## src/hw/rtl/alignment_read_gate_filter_core_defines.svh

```systemverilog
// Assertion macros for the alignment read gate filter RTL.
`ifndef ALIGNMENT_READ_GATE_FILTER_CORE_DEFINES_SVH
`define ALIGNMENT_READ_GATE_FILTER_CORE_DEFINES_SVH

// Same-cycle implication, switched off while reset is high.
`define ARGF_ASSERT_IMPLY(label, ante, cons) \
   label: assert property (@(posedge clock) disable iff (reset) (ante) |-> (cons)) \
      else $error("alignment read gate filter: implication failed");

// Next-cycle implication that also holds across reset.
`define ARGF_ASSERT_NEXT(label, ante, cons) \
   label: assert property (@(posedge clock) (ante) |=> (cons)) \
      else $error("alignment read gate filter: next-cycle check failed");

`endif

```

## src/hw/rtl/argf_pkg.sv

```systemverilog
// Types, constants and helpers shared by the alignment read gate filter modules.
`timescale 1ns / 1ps

package argf_pkg;

   localparam int LEN_WIDTH   = 28;
   localparam int ACC_WIDTH   = 32;
   localparam int FLAG_WIDTH  = 16;
   localparam int MAPQ_WIDTH  = 8;
   localparam int EDIT_WIDTH  = 24;
   localparam int RATE_WIDTH  = 20;
   localparam int RATE_SHIFT  = 16;
   localparam int REASON_WIDTH = 3;
   localparam int CSR_INDEX_WIDTH = 3;
   localparam int PROD_WIDTH  = ACC_WIDTH + RATE_WIDTH;

   // Alignment flag bit positions.
   localparam int FLAG_UNMAPPED_BIT      = 2;
   localparam int FLAG_SECONDARY_BIT     = 8;
   localparam int FLAG_SUPPLEMENTARY_BIT = 11;

   // CIGAR operation codes.
   typedef enum logic [3:0] {
      OP_MATCH     = 4'd0,
      OP_INSERT    = 4'd1,
      OP_DELETE    = 4'd2,
      OP_SKIP      = 4'd3,
      OP_SOFT_CLIP = 4'd4,
      OP_HARD_CLIP = 4'd5,
      OP_PAD       = 4'd6,
      OP_SEQ_MATCH = 4'd7,
      OP_MISMATCH  = 4'd8
   } cigar_op_type;

   // Gate reason codes.
   localparam logic [REASON_WIDTH-1:0] REASON_PASS        = 3'd0;
   localparam logic [REASON_WIDTH-1:0] REASON_UNMAPPED    = 3'd1;
   localparam logic [REASON_WIDTH-1:0] REASON_SHORT       = 3'd2;
   localparam logic [REASON_WIDTH-1:0] REASON_LOW_MAPQ    = 3'd3;
   localparam logic [REASON_WIDTH-1:0] REASON_ANCHOR      = 3'd4;
   localparam logic [REASON_WIDTH-1:0] REASON_LEAD_FLANK  = 3'd5;
   localparam logic [REASON_WIDTH-1:0] REASON_TRAIL_FLANK = 3'd6;
   localparam logic [REASON_WIDTH-1:0] REASON_EDIT_RATE   = 3'd7;

   // Configuration register indices.
   localparam logic [CSR_INDEX_WIDTH-1:0] CSR_MIN_READ_LENGTH     = 3'd0;
   localparam logic [CSR_INDEX_WIDTH-1:0] CSR_LONG_CLIP_MIN       = 3'd1;
   localparam logic [CSR_INDEX_WIDTH-1:0] CSR_MAPQ_FLOOR          = 3'd2;
   localparam logic [CSR_INDEX_WIDTH-1:0] CSR_MIN_ANCHOR_BASES    = 3'd3;
   localparam logic [CSR_INDEX_WIDTH-1:0] CSR_MIN_FLANK_BASES     = 3'd4;
   localparam logic [CSR_INDEX_WIDTH-1:0] CSR_MAX_EDIT_RATE       = 3'd5;

   // Configuration reset values.
   localparam logic [LEN_WIDTH-1:0]  RST_MIN_READ_LENGTH     = 28'd0;
   localparam logic [LEN_WIDTH-1:0]  RST_LONG_CLIP_MIN       = 28'd20;
   localparam logic [MAPQ_WIDTH-1:0] RST_MAPQ_FLOOR          = 8'd20;
   localparam logic [LEN_WIDTH-1:0]  RST_MIN_ANCHOR_BASES    = 28'd30;
   localparam logic [LEN_WIDTH-1:0]  RST_MIN_FLANK_BASES     = 28'd20;
   localparam logic [RATE_WIDTH-1:0] RST_MAX_EDIT_RATE       = 20'd65536;

   typedef struct packed {
      logic [LEN_WIDTH-1:0]  min_read_length;
      logic [LEN_WIDTH-1:0]  long_clip_min;
      logic [MAPQ_WIDTH-1:0] mapq_floor;
      logic [LEN_WIDTH-1:0]  min_anchor_bases;
      logic [LEN_WIDTH-1:0]  min_flank_bases;
      logic [RATE_WIDTH-1:0] max_edit_rate;
   } cfg_type;

   // One CIGAR operation as it enters the tracker.
   typedef struct packed {
      logic                 has_op;
      logic [3:0]           op_code;
      logic [LEN_WIDTH-1:0] op_length;
      logic                 is_last;
   } op_item_type;

   // Read-level fields, meaningful on the last operation only.
   typedef struct packed {
      logic [FLAG_WIDTH-1:0] flag_bits;
      logic [LEN_WIDTH-1:0]  read_length;
      logic [MAPQ_WIDTH-1:0] mapping_quality;
      logic                  has_split_tag;
      logic                  edit_present;
      logic [EDIT_WIDTH-1:0] edit_distance;
   } read_type;

   // Per-read CIGAR summary handed to the gate.
   typedef struct packed {
      logic [ACC_WIDTH-1:0] total_match;
      logic [ACC_WIDTH-1:0] longest_block;
      logic [LEN_WIDTH-1:0] longest_soft_clip;
      logic [LEN_WIDTH-1:0] leading_clip_len;
      logic [ACC_WIDTH-1:0] lead_flank;
      logic [LEN_WIDTH-1:0] trailing_clip_len;
      logic [ACC_WIDTH-1:0] trail_flank;
   } summary_type;

   // Saturating add of an operation length onto a 32-bit accumulator.
   function automatic logic [ACC_WIDTH-1:0] sat_add(input logic [ACC_WIDTH-1:0] acc,
                                                     input logic [LEN_WIDTH-1:0] len);
      logic [ACC_WIDTH:0] sum;
      sum = {1'b0, acc} + {{(ACC_WIDTH - LEN_WIDTH + 1){1'b0}}, len};
      return sum[ACC_WIDTH] ? {ACC_WIDTH{1'b1}} : sum[ACC_WIDTH-1:0];
   endfunction

endpackage

```

## src/hw/rtl/argf_track.sv

```systemverilog
// CIGAR operation tracker: running per-read summaries, cleared after each read.
`timescale 1ns / 1ps

module argf_track
   import argf_pkg::*;
(
   input  logic        clock,
   input  logic        reset,
   input  logic        item_valid,
   input  op_item_type item,
   input  logic        gate_ready,
   output logic        item_take,
   output logic        summary_valid,
   output summary_type summary
);

   logic [ACC_WIDTH-1:0] total_match_ff, total_match_in;
   logic [ACC_WIDTH-1:0] longest_block_ff, longest_block_in;
   logic [ACC_WIDTH-1:0] current_block_ff, current_block_in;
   logic [LEN_WIDTH-1:0] longest_soft_clip_ff, longest_soft_clip_in;
   logic                 seen_non_hard_ff, seen_non_hard_in;
   logic [LEN_WIDTH-1:0] leading_clip_len_ff, leading_clip_len_in;
   logic                 scanning_lead_flank_ff, scanning_lead_flank_in;
   logic [ACC_WIDTH-1:0] lead_flank_ff, lead_flank_in;
   logic [LEN_WIDTH-1:0] trailing_clip_len_ff, trailing_clip_len_in;
   logic [ACC_WIDTH-1:0] trail_flank_ff, trail_flank_in;

   // Values after the current operation, before any end-of-read clear.
   logic [ACC_WIDTH-1:0] upd_total_match;
   logic [ACC_WIDTH-1:0] upd_longest_block;
   logic [ACC_WIDTH-1:0] upd_current_block;
   logic [LEN_WIDTH-1:0] upd_longest_soft_clip;
   logic                 upd_seen_non_hard;
   logic [LEN_WIDTH-1:0] upd_leading_clip_len;
   logic                 upd_scanning_lead_flank;
   logic [ACC_WIDTH-1:0] upd_lead_flank;
   logic [LEN_WIDTH-1:0] upd_trailing_clip_len;
   logic [ACC_WIDTH-1:0] upd_trail_flank;

   logic is_match;
   logic is_soft;
   logic is_hard;

   // Operation class decode.
   always_comb begin
      is_match = 1'b0;
      case (item.op_code) inside
         OP_MATCH, OP_SEQ_MATCH, OP_MISMATCH: is_match = 1'b1;
         default:                             is_match = 1'b0;
      endcase
      is_soft = (item.op_code == OP_SOFT_CLIP);
      is_hard = (item.op_code == OP_HARD_CLIP);
   end

   // Apply one operation to the running summaries.
   always_comb begin
      upd_total_match         = total_match_ff;
      upd_longest_block       = longest_block_ff;
      upd_current_block       = current_block_ff;
      upd_longest_soft_clip   = longest_soft_clip_ff;
      upd_seen_non_hard       = seen_non_hard_ff;
      upd_leading_clip_len    = leading_clip_len_ff;
      upd_scanning_lead_flank = scanning_lead_flank_ff;
      upd_lead_flank          = lead_flank_ff;
      upd_trailing_clip_len   = trailing_clip_len_ff;
      upd_trail_flank         = trail_flank_ff;

      if (item.has_op) begin
         // The leading flank grows only through match-like operations.
         if (scanning_lead_flank_ff) begin
            if (is_match) begin
               upd_lead_flank = sat_add(lead_flank_ff, item.op_length);
            end else begin
               upd_scanning_lead_flank = 1'b0;
            end
         end

         // End analysis ignores hard clips.
         if (!is_hard) begin
            if (!seen_non_hard_ff) begin
               upd_seen_non_hard = 1'b1;
               if (is_soft) begin
                  upd_leading_clip_len    = item.op_length;
                  upd_scanning_lead_flank = 1'b1;
               end
            end
            if (is_soft) begin
               upd_trailing_clip_len = item.op_length;
               upd_trail_flank       = current_block_ff;
            end else begin
               upd_trailing_clip_len = '0;
               upd_trail_flank       = '0;
            end
         end

         // Match totals and the running block.
         if (is_match) begin
            upd_total_match   = sat_add(total_match_ff, item.op_length);
            upd_current_block = sat_add(current_block_ff, item.op_length);
            if (upd_current_block > longest_block_ff) begin
               upd_longest_block = upd_current_block;
            end
         end else begin
            upd_current_block = '0;
         end

         if (is_soft && (item.op_length > longest_soft_clip_ff)) begin
            upd_longest_soft_clip = item.op_length;
         end
      end
   end

   // Handshake towards the input register and the gate.
   assign item_take     = item_valid && (!item.is_last || gate_ready);
   assign summary_valid = item_valid && item.is_last && gate_ready;

   always_comb begin
      summary.total_match       = upd_total_match;
      summary.longest_block     = upd_longest_block;
      summary.longest_soft_clip = upd_longest_soft_clip;
      summary.leading_clip_len  = upd_leading_clip_len;
      summary.lead_flank        = upd_lead_flank;
      summary.trailing_clip_len = upd_trailing_clip_len;
      summary.trail_flank       = upd_trail_flank;
   end

   // The state returns to zero once the last operation of a read is taken.
   always_comb begin
      if (item.is_last) begin
         total_match_in         = '0;
         longest_block_in       = '0;
         current_block_in       = '0;
         longest_soft_clip_in   = '0;
         seen_non_hard_in       = 1'b0;
         leading_clip_len_in    = '0;
         scanning_lead_flank_in = 1'b0;
         lead_flank_in          = '0;
         trailing_clip_len_in   = '0;
         trail_flank_in         = '0;
      end else begin
         total_match_in         = upd_total_match;
         longest_block_in       = upd_longest_block;
         current_block_in       = upd_current_block;
         longest_soft_clip_in   = upd_longest_soft_clip;
         seen_non_hard_in       = upd_seen_non_hard;
         leading_clip_len_in    = upd_leading_clip_len;
         scanning_lead_flank_in = upd_scanning_lead_flank;
         lead_flank_in          = upd_lead_flank;
         trailing_clip_len_in   = upd_trailing_clip_len;
         trail_flank_in         = upd_trail_flank;
      end
   end

   always_ff @(posedge clock) begin
      if (reset) begin
         total_match_ff         <= '0;
         longest_block_ff       <= '0;
         current_block_ff       <= '0;
         longest_soft_clip_ff   <= '0;
         seen_non_hard_ff       <= 1'b0;
         leading_clip_len_ff    <= '0;
         scanning_lead_flank_ff <= 1'b0;
         lead_flank_ff          <= '0;
         trailing_clip_len_ff   <= '0;
         trail_flank_ff         <= '0;
      end else if (item_take) begin
         total_match_ff         <= total_match_in;
         longest_block_ff       <= longest_block_in;
         current_block_ff       <= current_block_in;
         longest_soft_clip_ff   <= longest_soft_clip_in;
         seen_non_hard_ff       <= seen_non_hard_in;
         leading_clip_len_ff    <= leading_clip_len_in;
         scanning_lead_flank_ff <= scanning_lead_flank_in;
         lead_flank_ff          <= lead_flank_in;
         trailing_clip_len_ff   <= trailing_clip_len_in;
         trail_flank_ff         <= trail_flank_in;
      end
   end

endmodule

```

## src/hw/rtl/argf_gate.sv

```systemverilog
// Read gate: threshold checks, edit-rate product and the result register.
`timescale 1ns / 1ps

module argf_gate
   import argf_pkg::*;
(
   input  logic                    clock,
   input  logic                    reset,
   input  cfg_type                 cfg,
   input  logic                    in_valid,
   input  summary_type             in_summary,
   input  read_type                in_read,
   output logic                    in_ready,
   output logic                    rsp_valid,
   input  logic                    rsp_stall,
   output logic                    rsp_pass,
   output logic [REASON_WIDTH-1:0] rsp_reason
);

   // Stage one: captured summary and read fields.
   logic        s1_valid_ff, s1_valid_in;
   summary_type s1_sum_ff;
   read_type    s1_read_ff;

   // Stage two: early reason, edit-rate product and operands.
   logic                    s2_valid_ff, s2_valid_in;
   logic [REASON_WIDTH-1:0] s2_reason_ff, s2_reason_in;
   logic                    s2_check_ff, s2_check_in;
   logic [PROD_WIDTH-1:0]   s2_product_ff, s2_product_in;
   logic [EDIT_WIDTH-1:0]   s2_edit_ff;

   // Result register.
   logic                    rsp_valid_ff, rsp_valid_in;
   logic [REASON_WIDTH-1:0] rsp_reason_ff, rsp_reason_in;

   logic out_free;
   logic s2_free;
   logic s1_free;
   logic s1_load;
   logic s2_load;
   logic rsp_load;

   logic unmapped;
   logic short_read;
   logic long_clip;
   logic signal_read;
   logic [PROD_WIDTH-1:0] edit_scaled;
   logic edit_fail;

   // Each stage moves when the one after it is empty or moving.
   assign out_free = !rsp_valid_ff || !rsp_stall;
   assign s2_free  = !s2_valid_ff || out_free;
   assign s1_free  = !s1_valid_ff || s2_free;
   assign in_ready = s1_free;

   assign s1_load  = in_valid && s1_free;
   assign s2_load  = s1_valid_ff && s2_free;
   assign rsp_load = s2_valid_ff && out_free;

   assign s1_valid_in  = s1_free ? in_valid : s1_valid_ff;
   assign s2_valid_in  = s2_free ? s1_valid_ff : s2_valid_ff;
   assign rsp_valid_in = out_free ? s2_valid_ff : rsp_valid_ff;

   // Threshold checks in priority order.
   always_comb begin
      unmapped    = s1_read_ff.flag_bits[FLAG_UNMAPPED_BIT] ||
                    s1_read_ff.flag_bits[FLAG_SECONDARY_BIT];
      short_read  = s1_read_ff.read_length < cfg.min_read_length;
      long_clip   = s1_sum_ff.longest_soft_clip >= cfg.long_clip_min;
      signal_read = s1_read_ff.flag_bits[FLAG_SUPPLEMENTARY_BIT] ||
                    s1_read_ff.has_split_tag || long_clip;

      s2_check_in  = 1'b0;
      s2_reason_in = REASON_PASS;
      if (unmapped) begin
         s2_reason_in = REASON_UNMAPPED;
      end else if (short_read) begin
         s2_reason_in = REASON_SHORT;
      end else if (!signal_read) begin
         if (s1_read_ff.mapping_quality <= cfg.mapq_floor) begin
            s2_reason_in = REASON_LOW_MAPQ;
         end
      end else if (s1_sum_ff.longest_block <
                   {{(ACC_WIDTH - LEN_WIDTH){1'b0}}, cfg.min_anchor_bases}) begin
         s2_reason_in = REASON_ANCHOR;
      end else if (long_clip &&
                   (s1_sum_ff.leading_clip_len >= cfg.long_clip_min) &&
                   (s1_sum_ff.lead_flank <
                    {{(ACC_WIDTH - LEN_WIDTH){1'b0}}, cfg.min_flank_bases})) begin
         s2_reason_in = REASON_LEAD_FLANK;
      end else if (long_clip &&
                   (s1_sum_ff.trailing_clip_len >= cfg.long_clip_min) &&
                   (s1_sum_ff.trail_flank <
                    {{(ACC_WIDTH - LEN_WIDTH){1'b0}}, cfg.min_flank_bases})) begin
         s2_reason_in = REASON_TRAIL_FLANK;
      end else begin
         s2_check_in = s1_read_ff.edit_present && (s1_sum_ff.total_match != '0);
      end
   end

   // Allowed edits scaled by the aligned bases: rate * total, 20 x 32 bits.
   assign s2_product_in = {{RATE_WIDTH{1'b0}}, s1_sum_ff.total_match} *
                          {{ACC_WIDTH{1'b0}}, cfg.max_edit_rate};

   // Edit distance in units of 1/65536 against the allowance.
   assign edit_scaled = {{(PROD_WIDTH - EDIT_WIDTH - RATE_SHIFT){1'b0}},
                         s2_edit_ff, {RATE_SHIFT{1'b0}}};
   assign edit_fail   = s2_check_ff && (edit_scaled > s2_product_ff);

   assign rsp_reason_in = edit_fail ? REASON_EDIT_RATE : s2_reason_ff;

   always_ff @(posedge clock) begin
      if (reset) begin
         s1_valid_ff  <= 1'b0;
         s2_valid_ff  <= 1'b0;
         rsp_valid_ff <= 1'b0;
      end else begin
         s1_valid_ff  <= s1_valid_in;
         s2_valid_ff  <= s2_valid_in;
         rsp_valid_ff <= rsp_valid_in;
      end
   end

   always_ff @(posedge clock) begin
      if (s1_load) begin
         s1_sum_ff  <= in_summary;
         s1_read_ff <= in_read;
      end
      if (s2_load) begin
         s2_reason_ff  <= s2_reason_in;
         s2_check_ff   <= s2_check_in;
         s2_product_ff <= s2_product_in;
         s2_edit_ff    <= s1_read_ff.edit_distance;
      end
      if (rsp_load) begin
         rsp_reason_ff <= rsp_reason_in;
      end
   end

   assign rsp_valid  = rsp_valid_ff;
   assign rsp_reason = rsp_reason_ff;
   assign rsp_pass   = (rsp_reason_ff == REASON_PASS);

endmodule

```

## src/hw/rtl/alignment_read_gate_filter_core.sv

```systemverilog
// Top level of the alignment read gate filter: ports, configuration and request register.
`timescale 1ns / 1ps
`include "alignment_read_gate_filter_core_defines.svh"

// The block takes one CIGAR operation per request and can accept a request in
// every clock cycle while req_stall is low. The request marked last closes the
// read and produces one result (pass and a reason code); other requests produce
// none. A result appears on rsp_valid after its last request has passed through
// the request register, during which the operation tracker works on it and
// updates its running registers, clearing them for the next read, and through
// the gate's stage one, stage two and result registers; stage two registers the
// 20 x 32 bit edit-rate product before the final compare. Stalls on the result
// side back up through the pipeline to req_stall; requests that are not last
// keep flowing while only the result side is stalled, until a last request finds
// the gate full. Configuration is written through csr_write_enable, csr_index
// and csr_write_data; the user must write it only while the block is idle, which
// the block itself does not enforce; writes to indices above five are ignored.

module alignment_read_gate_filter_core
   import argf_pkg::*;
(
   input  logic                       clock,
   input  logic                       reset,
   input  logic                       req_valid,
   output logic                       req_stall,
   input  logic                       req_has_op,
   input  logic [3:0]                 req_op_code,
   input  logic [LEN_WIDTH-1:0]       req_op_length,
   input  logic                       req_is_last,
   input  logic [FLAG_WIDTH-1:0]      req_flag_bits,
   input  logic [LEN_WIDTH-1:0]       req_read_length,
   input  logic [MAPQ_WIDTH-1:0]      req_mapping_quality,
   input  logic                       req_has_split_tag,
   input  logic                       req_edit_present,
   input  logic [EDIT_WIDTH-1:0]      req_edit_distance,
   output logic                       rsp_valid,
   input  logic                       rsp_stall,
   output logic                       rsp_pass,
   output logic [REASON_WIDTH-1:0]    rsp_reason,
   input  logic                       csr_write_enable,
   input  logic [CSR_INDEX_WIDTH-1:0] csr_index,
   input  logic [LEN_WIDTH-1:0]       csr_write_data
);

   cfg_type     cfg_ff, cfg_in;
   logic        in_valid_ff, in_valid_in;
   op_item_type in_op_ff;
   read_type    in_read_ff;

   logic        req_take;
   logic        item_take;
   logic        gate_ready;
   logic        summary_valid;
   summary_type summary;

   // Configuration register decode.
   always_comb begin
      cfg_in = cfg_ff;
      if (csr_write_enable) begin
         unique case (csr_index)
            CSR_MIN_READ_LENGTH:     cfg_in.min_read_length     = csr_write_data;
            CSR_LONG_CLIP_MIN:       cfg_in.long_clip_min       = csr_write_data;
            CSR_MAPQ_FLOOR:          cfg_in.mapq_floor          = csr_write_data[MAPQ_WIDTH-1:0];
            CSR_MIN_ANCHOR_BASES:    cfg_in.min_anchor_bases    = csr_write_data;
            CSR_MIN_FLANK_BASES:     cfg_in.min_flank_bases     = csr_write_data;
            CSR_MAX_EDIT_RATE:       cfg_in.max_edit_rate       = csr_write_data[RATE_WIDTH-1:0];
            default:                 cfg_in = cfg_ff;
         endcase
      end
   end

   always_ff @(posedge clock) begin
      if (reset) begin
         cfg_ff.min_read_length     <= RST_MIN_READ_LENGTH;
         cfg_ff.long_clip_min       <= RST_LONG_CLIP_MIN;
         cfg_ff.mapq_floor          <= RST_MAPQ_FLOOR;
         cfg_ff.min_anchor_bases    <= RST_MIN_ANCHOR_BASES;
         cfg_ff.min_flank_bases     <= RST_MIN_FLANK_BASES;
         cfg_ff.max_edit_rate       <= RST_MAX_EDIT_RATE;
      end else begin
         cfg_ff <= cfg_in;
      end
   end

   // Request register: refilled whenever its request moves on.
   assign req_stall   = in_valid_ff && !item_take;
   assign req_take    = req_valid && !req_stall;
   assign in_valid_in = req_take || (in_valid_ff && !item_take);

   always_ff @(posedge clock) begin
      if (reset) begin
         in_valid_ff <= 1'b0;
      end else begin
         in_valid_ff <= in_valid_in;
      end
   end

   always_ff @(posedge clock) begin
      if (req_take) begin
         in_op_ff.has_op             <= req_has_op;
         in_op_ff.op_code            <= req_op_code;
         in_op_ff.op_length          <= req_op_length;
         in_op_ff.is_last            <= req_is_last;
         in_read_ff.flag_bits        <= req_flag_bits;
         in_read_ff.read_length      <= req_read_length;
         in_read_ff.mapping_quality  <= req_mapping_quality;
         in_read_ff.has_split_tag    <= req_has_split_tag;
         in_read_ff.edit_present     <= req_edit_present;
         in_read_ff.edit_distance    <= req_edit_distance;
      end
   end

   // Running CIGAR summaries.
   argf_track u_track (
      .clock         (clock),
      .reset         (reset),
      .item_valid    (in_valid_ff),
      .item          (in_op_ff),
      .gate_ready    (gate_ready),
      .item_take     (item_take),
      .summary_valid (summary_valid),
      .summary       (summary)
   );

   // Read-level gate and result register.
   argf_gate u_gate (
      .clock      (clock),
      .reset      (reset),
      .cfg        (cfg_ff),
      .in_valid   (summary_valid),
      .in_summary (summary),
      .in_read    (in_read_ff),
      .in_ready   (gate_ready),
      .rsp_valid  (rsp_valid),
      .rsp_stall  (rsp_stall),
      .rsp_pass   (rsp_pass),
      .rsp_reason (rsp_reason)
   );

   // A stall is only raised while the request register holds a request.
   `ARGF_ASSERT_IMPLY(a_stall_needs_item, req_stall, in_valid_ff)
   // A request that does not close a read never waits on the gate.
   `ARGF_ASSERT_IMPLY(a_mid_read_flows, in_valid_ff && !in_op_ff.is_last, !req_stall)
   // The gate only takes a summary when a last request leaves the request register.
   `ARGF_ASSERT_IMPLY(a_summary_on_last, summary_valid, item_take && in_op_ff.is_last)
   // No result is offered in the cycle after reset.
   `ARGF_ASSERT_NEXT(a_reset_empty, reset, !rsp_valid)

endmodule
```

## config.mk

```make
export PLATFORM = sky130hd
export DESIGN_NAME = alignment_read_gate_filter_core
export DESIGN_NICKNAME = d
export VERILOG_FILES = /design/src/hw/rtl/argf_pkg.sv /design/src/hw/rtl/argf_track.sv /design/src/hw/rtl/argf_gate.sv /design/src/hw/rtl/alignment_read_gate_filter_core.sv
export VERILOG_INCLUDE_DIRS = /design/src /design/src/hw/rtl
export SDC_FILE = /design/constraint.sdc
export NUM_CORES = 2
export LEC_CHECK = 0
export BUFFER_PORTS_ARGS = -buffer_cell sky130_fd_sc_hd__buf_2
export CORE_MARGIN = 1.5
export CORE_UTILIZATION = 32
export CTS_CLUSTER_SIZE = 16
export DETAILED_ROUTE_END_ITERATION = 7
export PLACE_DENSITY_LB_ADDON = 0.2
export SLEW_MARGIN = 5
export SYNTH_ARGS = -nofsm -noshare
export SYNTH_HDL_FRONTEND = slang
export SYNTH_SLANG_ARGS = --single-unit
```

## constraint.sdc

```tcl
create_clock -name clock -period 19.4 [get_ports clock]
set_input_delay 3.88 -clock clock [delete_from_list [all_inputs] [get_ports clock]]
set_output_delay 3.88 -clock clock [all_outputs]
set_load 0.03 [all_outputs]
```

==> impl_results.md <==
* Power Density at 66.4 nW/µm²
* Status: finished clean
* Crit Path Max Fanout at 4
* Final max-slew violation count at 0
* Post-Place Cell Area at 65000 µm²
* Postcts setup bufs at 0
* LEAKAGE at 28.9 nW
* GP Congestion at 0.884
* Average cell area after synthesis at 9.77 µm²
* Pwr Total at 4.53 mW
* Initial core utilization at 0.322
* Rows at 160
* Max Root-Sink Buffers at 3
* Worst clock skew at 0.101 ns
* Largest area contributor in the netlist: edfxtp_1
* Area Overhead vs Synth at 11.4%
* Worst-Skew Late Latency at 0.78 ns
* Worst Path Arrival at 4.86 ns
* EDFF count, synth at 459
* Vias at 44.8k
* Final Instance Area at 68300 µm²
* Mapped Area at 61300 µm²
* Area contributors post-synth: edfxtp_1 (22%), fa_1 (18%), dfxtp_1 (13%)
* #FFs+latches synth at 849
* Fmax at 0.114 GHz
* Critical Path RT at 15.52 ns
* Total global routing overflow at 0
* Fin nets at 7536
* GRT Total Usage at 0.185
* Worst setup SP type: input pin
* Vias in the first global route at 45.1k
* Routed vias/inst at 5.02
* Hold Vio Cnt, Final at 0
* Hold Buf Count CTS at 0
* Worst hold-check path type: flip-flop to flip-flop
* Netlist cell types at 75
* Sequential fraction of the synthesis area at 0.352
* Async S/R FF share, synth at 0
* Crit end category: output pin
* Relative slew slack at 0.184
* IO Port Bufs at 140
* Clock Tree Root: clkbuf_16
* Syn. warnings at 0
* Setup violators final at 0
* DR pass1 iterations at 5
* First-pass GRT wire length at 275000 µm
* Worst-Margin Slew at 1.22 ns
* Post-detailed-route wirelength per cell at 20.4 µm
* Core region area at 190000 µm²
* DRC violations left at 0
* Post-cts sizing count at 0
* DIE HEIGHT at 441 µm
* Synth Instances at 6270
* Initial antenna violation count at 14
* Die X at 441 µm
* DIE AREA at 194000 µm²
* Largest net degree at the start of global routing at 136
* Clk sinks at 849
* Tmin final at 8.74 ns
* Share of the synthesized area in the top cell type at 0.225
* Kind of critical path: input pin to output pin
* Max VDD drop at 0.0726 mV
* Drt total wl at 181000 µm
* IO Count at 154
* DRT iter0 DRCs at 2914
* CTS Buf Count at 98
* CTS tree: yes
* Clock Pin Slew Worst Setup and Hold Paths at 0.06 ns
* Final period utilization at 0.450
* Layout cells sized above 1 at 0.0767
* Max-cap check violation count at 0
* Setup_tns at 0 ns
* CTS H-tree depth at 3
* Fillers at 19.2k
* RSZ-0062 raised after global routing: false
* Antenna Nets Post-Route at 0
* Net Count, Synth at 7487
* Top FF cell, synth: edfxtp_1
* Final HPWL DP at 130000 µm
power breakdown:
group | switching (mW) | internal (mW) | total [mW]
sequential | 0.0268 | 1.96 | 1.98
clock | 0.822 | 1.07 | 1.89
combinational | 0.429 | 0.229 | 0.658
sequential cells by signal, indices dropped and copies added (netlist names), 34 cells and up:
signal	flops
u_gate.s1_read_ff	65
cfg_ff	140
u_gate.s1_sum_ff	212
in_op_ff	34
u_gate.s2_product_ff	52
in_read_ff	65
stage by stage:
stage / instances / setup WS (ns) / hold WS (ns) / util
floorplan: 6270 / 1.48 / 0.400 / -
global route: 8914 / 10.58 / 0.422 / 0.359
CTS: 8914 / 10.60 / 0.416 / 0.359
finish: 8915 / 10.66 / 0.409 / 0.359
global placement: 8730 / 10.60 / 0.403 / 0.342
detailed placement: 8730 / 10.61 / 0.405 / 0.342
cell usage in the layout, fill, tap and decap left out, types with 15 or more instances in the layout:
cell       instances
and2_1           305
a22o_1           123
and4_1            18
o21ai_0          257
clkinv_1          16
o21a_1            33
nor4_1            24
xor2_1            49
a211o_1           18
nor3_1            42
o21bai_1          15
nand3_1           52
a211oi_1          28
and3_1            22
clkinv_2          20
mux2_2            43
a21o_1           127
a21oi_1          361
fa_1             539
inv_1            821
nand2b_1          32
xnor2_1           67
a31oi_1           34
clkbuf_16         99
a22oi_1           98
buf_4            108
buf_2            139
dfxtp_1          385
ha_1             530
nand4_1           52
nor2_1           287
nand2_1          884
nor2b_1           34
o211ai_1          33
edfxtp_1         459
clkbuf_1          18
per-layer routing:
layer | share of wire | track usage | vias to the layer above
met5 | 0 | 0 | -
met4 | 0.033 | 0.0570 | 0
met3 | 0.042 | 0.0227 | 291
met2 | 0.48 | 0.317 | 967
met1 | 0.44 | 0.243 | 22300
li1 | - | - | 21200
critical path, cell delays in order:
cell     delay [ns]
buf_2          0.11
nand4_1        0.11
nor2_1         0.45
buf_2          0.30
area by class of cell:
type                            instances  area [µm²]  share of cell area
Clock buffer                          128        2700              0.0395
Multi-Input combinational cell       4298       35600               0.521
Antenna cell                            1        2.50           0.0000367
Tap cell                             2511        3140              0.0460
Timing Repair Buffer                  250        1560              0.0229
Sequential cell                       849       21600               0.316
Inverter                              822        3090              0.0452
Clock inverter                         56         606             0.00887
synthesized netlist by cell type (all sizes together) (9+ instances only):
cell type	number
nor2b	36
o211ai	33
buf	13
xnor2	67
and2	308
dfxtp	390
nor4	24
fa	539
nand2b	32
mux2	43
and4	18
a21oi	363
ha	530
o31ai	11
nor2	292
o21bai	15
or4	14
a211oi	29
a211o	18
a22oi	98
a2111oi	9
nand3	52
a22o	123
clkbuf	288
a221oi	9
or2	9
xor2	49
or3	11
a21boi	9
and3	22
a21o	127
o21a	33
o21ai	260
edfxtp	459
a31oi	34
nor3	44
inv	821
nand4	52
nand2	886
worst paths after layout:
| kind | end | from | cells after the start | slack (ns) |
|---|---|---|---|---|
| max | req_stall | rsp_stall | 4 | 10.66 |
| min | u_gate.s2_edit_ff[6] | u_gate.s1_read_ff[6] | 0 | 0.41 |
| max reg2reg | u_gate.s2_product_ff[48] | u_gate.s1_sum_ff[189] | 20 | 11.21 |
| min reg2reg | u_gate.s2_edit_ff[6] | u_gate.s1_read_ff[6] | 0 | 0.41 |
kinds of logic after synthesis:
logic type / Yosys count / synth area share
AOI/OAI and AO/OA: 1243 / 0.132
xor gates and xnor gates: 116 / 0.0166
adders and majority gates: 1069 / 0.284
buffers and inverters: 1123 / 0.0688
DFF: 849 / 0.352
muxes: 51 / 0.00921
and+or+nand+nor: 1819 / 0.137
No activity file was read; power rests on OpenSTA's default activity.
